==> src/rtl/mts_pkg.sv <==
// Package for the min-tracking stack: request and status codes, field widths,
// and the command/status structs between controller and datapath. No dependencies.
`timescale 1ns / 1ps

package mts_pkg;

    // Fixed field widths of the ports
    localparam int FIELD_W       = 32;
    localparam int COUNT_FIELD_W = 9;

    // Request codes; the unused code acts as a status read
    localparam logic [1:0] REQ_PUSH = 2'd0;
    localparam logic [1:0] REQ_POP  = 2'd1;
    localparam logic [1:0] REQ_READ = 2'd2;

    // Result status codes
    localparam logic [1:0] ST_OK    = 2'd0;
    localparam logic [1:0] ST_FULL  = 2'd1;
    localparam logic [1:0] ST_EMPTY = 2'd2;

    // Commands from controller to datapath
    typedef struct packed {
        logic       do_push;
        logic       do_pop;
        logic       fetch_top;
        logic       load_out;
        logic [1:0] status;
    } mts_cmd_t;

    // Status from datapath to controller
    typedef struct packed {
        logic empty;
        logic full;
        logic single;
    } mts_stat_t;

endpackage

==> src/rtl/mts_ctrl.sv <==
// Controller of the min-tracking stack: request decode, refill sequencing
// after a pop, and the valid/stall handshake of both channels. Uses mts_pkg.
`timescale 1ns / 1ps

module mts_ctrl
(
    input  logic              clk,
    input  logic              rst_n,
    input  logic              in_valid,
    output logic              in_stall,
    input  logic [1:0]        req_type,
    output logic              out_valid,
    input  logic              out_stall,
    input  mts_pkg::mts_stat_t stat,
    output mts_pkg::mts_cmd_t  cmd
);
    import mts_pkg::*;

    typedef enum logic [1:0] {
        S_IDLE  = 2'b01,
        S_FETCH = 2'b10
    } state_t;

    state_t state_reg;
    state_t state_next;
    logic   out_valid_reg;
    logic   out_valid_next;
    logic   out_free;
    logic   accept;

    // Output register frees up when empty or being taken this cycle
    assign out_free = !out_valid_reg || !out_stall;
    assign in_stall = (state_reg != S_IDLE) || !out_free;
    assign accept   = in_valid && !in_stall;

    // Decode the request and sequence the top refill
    always_comb
    begin
        state_next = state_reg;
        cmd        = '0;
        cmd.status = ST_OK;
        case (state_reg)
            S_IDLE:
            begin
                if (accept)
                begin
                    case (req_type)
                        REQ_PUSH:
                        begin
                            cmd.load_out = 1'b1;
                            if (stat.full)
                            begin
                                cmd.status = ST_FULL;
                            end
                            else
                            begin
                                cmd.do_push = 1'b1;
                            end
                        end
                        REQ_POP:
                        begin
                            if (stat.empty)
                            begin
                                cmd.status   = ST_EMPTY;
                                cmd.load_out = 1'b1;
                            end
                            else if (stat.single)
                            begin
                                cmd.do_pop   = 1'b1;
                                cmd.load_out = 1'b1;
                            end
                            else
                            begin
                                cmd.do_pop = 1'b1;
                                state_next = S_FETCH;
                            end
                        end
                        default:
                        begin
                            cmd.load_out = 1'b1;
                        end
                    endcase
                end
            end
            S_FETCH:
            begin
                cmd.fetch_top = 1'b1;
                cmd.load_out  = 1'b1;
                state_next    = S_IDLE;
            end
            default:
            begin
                state_next = S_IDLE;
            end
        endcase
    end

    // Hold the result beat until taken
    assign out_valid_next = cmd.load_out || (out_valid_reg && out_stall);
    assign out_valid      = out_valid_reg;

    always_ff @(posedge clk or negedge rst_n)
    begin
        if (!rst_n)
        begin
            state_reg     <= S_IDLE;
            out_valid_reg <= 1'b0;
        end
        else
        begin
            state_reg     <= state_next;
            out_valid_reg <= out_valid_next;
        end
    end

    // A refill cycle always finds the output register empty
    a_fetch_out_free: assert property (@(posedge clk) disable iff (!rst_n)
        (state_reg == S_FETCH) |-> !out_valid_reg)
        else $error("refill cycle with output register occupied");

    // A refill returns to idle on the next cycle and delivers a beat
    a_fetch_done: assert property (@(posedge clk) disable iff (!rst_n)
        (state_reg == S_FETCH) |=> (state_reg == S_IDLE) && out_valid_reg)
        else $error("refill did not complete");

    // A pop of a deeper stack always goes through a refill
    a_pop_refill: assert property (@(posedge clk) disable iff (!rst_n)
        (accept && (req_type == REQ_POP) && !stat.empty && !stat.single)
        |=> (state_reg == S_FETCH))
        else $error("pop skipped top refill");

endmodule

==> config.mk <==
export PLATFORM = sky130hd
export DESIGN_NAME = mts_ctrl
export DESIGN_NICKNAME = d
export VERILOG_FILES = /design/src/rtl/mts_pkg.sv /design/src/rtl/mts_ctrl.sv
export SDC_FILE = /design/constraint.sdc
export NUM_CORES = 1
export LEC_CHECK = 0
export ABC_CLOCK_PERIOD_IN_PS = 2080
export BUFFER_PORTS_ARGS = -buffer_cell sky130_fd_sc_hd__buf_2
export CAP_MARGIN = 20
export CORE_AREA = 2 2 39 41
export CTS_CLUSTER_SIZE = 8
export DETAILED_ROUTE_END_ITERATION = 7
export DIE_AREA = 0 0 41 43
export SLEW_MARGIN = 5
export SYNTH_ARGS = -nofsm -noshare
export SYNTH_HDL_FRONTEND = slang
export SYNTH_SLANG_ARGS = --single-unit
==> constraint.sdc <==
create_clock -name clk -period 2.08 [get_ports clk]
set_clock_uncertainty 0.2 [all_clocks]
set_input_delay 0.208 -clock clk [delete_from_list [all_inputs] [get_ports clk]]
set_output_delay 0.208 -clock clk [all_outputs]
set_load 0.01 [all_outputs]
# Word level (Yosys, flattened, before mapping)
# Cells that the tools add are included.
# word_totals
in_bits	9
rom_bits	0
wordCells	42
output_inout_bits	8
ram_bits	0
mem_count	0
latchBits	0
reg_bits	3
# op_classes
n_bitwise	0
reduce_logical	11
muxes	21
div_mod_pow	0
eq_ne	8
magnitude_cmp	0
shift	0
add_sub_neg	0
n_mul	0
# ops
cell	n
2-to-1 mux 2 bit	9
2-to-1 mux 1 bit	9
inequality test 2 bit, second input constant	3
equality test 2 x 1 -> 1 bit, second input constant	2
zero test 1 bit	4
inequality test 2 x 1 -> 1 bit, second input constant	2
one-hot mux 2 bit (2 select lines)	1
AND reduction 4 bit	1
logical OR 1 bit	3
2-to-1 mux 3 bit	1
equality test 2 bit, second input constant	1
logical AND 1 bit	2
zero test 2 bit	1
one-hot mux 1 bit (2 select lines)	1

# Depth between registers and ports, before layout
# depth
ltp_word	9
ltp_mapped	5
depth_no_buf	5

# Least setup slack after synthesis
# OpenSTA, ideal clock, no wires.
# synth_path
path_kind	flip-flop to output port
startpoint	register state_reg[0]
endpoint	output cmd[1] in the netlist's numbering
n_path_buf	0
path_slack_ns	0.092
path_stages_with_launch	5
t_arrival_ns	1.580
required_ns	1.672
cell_sequence	dfstp_2 ha_1 a21bo_4 or3_4 nor3_1
# synth_rtl
element	line_no	text
start, declared	mts_ctrl.sv:24	state_t state_reg;
start signal, assigned	mts_ctrl.sv:111	state_reg <= state_next;
end, declared	mts_ctrl.sv:15	output mts_pkg::mts_cmd_t cmd

==> impl_metrics.ini <==
[status]
outcome = finished, violations left
failed_checks = setup timing

[detailed_routing]
via_per_inst = 4.03
met1Wirelength_um = 258
met2_length_um = 336
drt_first_pass_iters = 1
drcViolationCount = 0
drt_iter0_markers = 0
routed-via-count = 258
top_layer = met3
wl_um = 640
wl_per_cell_um = 10.0
drtAntennaViolNets = 0
route.met3.wl_um = 45

[global_route]
grt-ovfl-total = 0
grt_first_pass_wirelength_um = 945
track_usage = 0.0806
grt_max_degree = 5
antenna_found_initial = 0
grt_pass1_vias = 260

[critical_path]
r2r_slack_ns = 0.50
critPathCaptureType = output port
startpoint = state_reg[0]$_DFFE_PN1P_
cp_slowest_cell = dfstp_2
r2r_start = state_reg[0]$_DFFE_PN1P_
cpPeakStageDelay_ns = 0.55
path_cells = ha_4 -> a21bo_4 -> or3_4 -> nor3b_2 -> buf_2
worstPathArrival_ns = 1.78
r2r-end = state_reg[0]$_DFFE_PN1P_
path_max_fanout = 4
reg2regPathDepth = 5
worstSetupPathType = reg2out
worstPathRequired_ns = 1.67
start_kind = flop
path_buf_inv = 1
crit_family = flip-flops

[synthesis]
syn_nets = 35
avgSynthCellArea_um2 = 10.0
yosysWarnings = 0
synth_seq_cells = 3
synthDistinctLibCells = 16
syn_area_um2 = 240
netlist_instances = 24
synth_seq_area_share = 0.318

[placed_design]
dpl_cell_area_um2 = 348
gp_congestion = 0.722
portBuffers = 16
hpwl_um = 464

[worst_hold_path]
hold_path_end = out_valid$_DFF_PN0_
hold_path.startpoint = out_stall
min_path_cells = 3
hp-class = in2reg

[cts]
htreeDepth = 1
cts_buffer_depth = 2
cts_tree = done
clock-root-buffer = clkbuf_4
clk_pin_slew_ns = 0.04
cts_buffers = 3
clock_latency_ns = 0.23
clock_sinks = 3

[power_and_ir_drop]
leakagePower_nw = 0.223
max-vdd-ir-drop_mv = 0.548
power-per-cell-area_nw_per_um2 = 1270
total_power_mw = 0.534

[timing]
rsz0062_at_grt = true
setup_tns_ns = -0.341
setup_viol_count_final = 4
min_period_ns = 2.19
max_slew_margin = 0.889
tightest_slew_ns = 0.165
hold_viol = 0
max_freq_mhz = 457
fin_crit_sh = 1.05
setup_slack_ns = -0.108
slew_violations = 0

[floorplanning]
ios = 17
rows = 14
fp.dieW_um = 41
core_um2 = 1380
start_util = 0.174
die-area_um2 = 1760
die_y_um = 43

[finish]
finish.instance_area_um2 = 422
drive_gt1_frac = 0.667
largest_reg_flops = 2
diodes = 0
fin_util = 0.305
final_net_count = 60
area_growth_pct = 75.5

[job]
drv_cap = 0
-- layer usage --
layer	track usage	vias to the layer above
met3	0.0209	0
met1	0.0909	119
met2	0.113	6
met4	0.0800	0
li1	-	133
met5	0	-
-- tightest hold or removal path: stages --
cell and delay, ns:
buf_2 0.10, nand2_1 0.08, o21ai_1 0.08
-- worst max path at each step --
stage          endpoint  slack (ns)  cells past startpoint
6_report         cmd[0]       -0.11                      5
3_3_place_gp     cmd[0]        0.11                      5
3_5_place_dp     cmd[0]        0.09                      5
5_1_grt          cmd[0]       -0.19                      5
4_1_cts          cmd[0]       -0.13                      5
2_1_floorplan    cmd[1]        0.09                      4
-- placed cells by master (no fill, tap or decap), types with 2 or more instances in the layout --
cell type,synthesis,layout
buf_2,0,16
inv_1,5,5
nor3_2,1,3
clkbuf_4,0,3
buf_4,0,3
dfrtp_1,2,2
-- synth_stat cells --
cell type | instances | share of area
nor3b_2 | 1 | 0.052
o21a_1 | 1 | 0.031
dfrtp_1 | 2 | 0.21
ha_1 | 2 | 0.10
nor2_1 | 1 | 0.016
o21ai_0 | 1 | 0.021
nor3_1 | 3 | 0.062
nor3_2 | 1 | 0.042
or3_4 | 1 | 0.047
a41oi_2 | 1 | 0.068
nand2_1 | 1 | 0.016
or4b_4 | 1 | 0.057
dfstp_2 | 1 | 0.11
o21ai_1 | 1 | 0.021
inv_1 | 5 | 0.078
a21bo_4 | 1 | 0.068
-- power breakdown --
group          switching (mW)  total [mW]  internal (mW)
Sequential             0.0247       0.116         0.0915
Combinational           0.137       0.316          0.179
Clock                  0.0299       0.102         0.0719
Total                   0.192       0.534          0.342
-- cell type report --
cell class                      instances  area (µm²)
Timing Repair Buffer                   20         113
Multi-Input combinational cell         16         168
Sequential cell                         3        76.3
Fill cell                             160         962
Clock buffer                            4        26.3
Tap cell                               16        20.0
Inverter                                5        18.8
-- stage by stage --
step	std cells	setup WS [ns]	hold slack [ns]
detailed placement	57	0.0933	-0.193
floorplan	24	0.0918	-0.288
global route	64	-0.188	0.0941
global placement	57	0.109	-0.193
finish	64	-0.108	0.0727
CTS	63	-0.128	0.0610
-- cell families after synthesis --
group / count (synthesis) / synth area share
and+or+nand+nor: 9 / 0.292
AOI/OAI and AO/OA: 5 / 0.208
buffers and inverters: 5 / 0.0781
DFF: 3 / 0.318
adders and majority gates: 2 / 0.104
-- repair_timing --
action	4_1_cts	5_1_grt
hold endpoints to repair	3	0
gates resized for setup	3	1
hold buffers	1	0
buffers inserted	1	1
endpoints found under the setup margin	4	4
pin swaps	2	1
No activity file was read; power rests on OpenSTA's default activity.
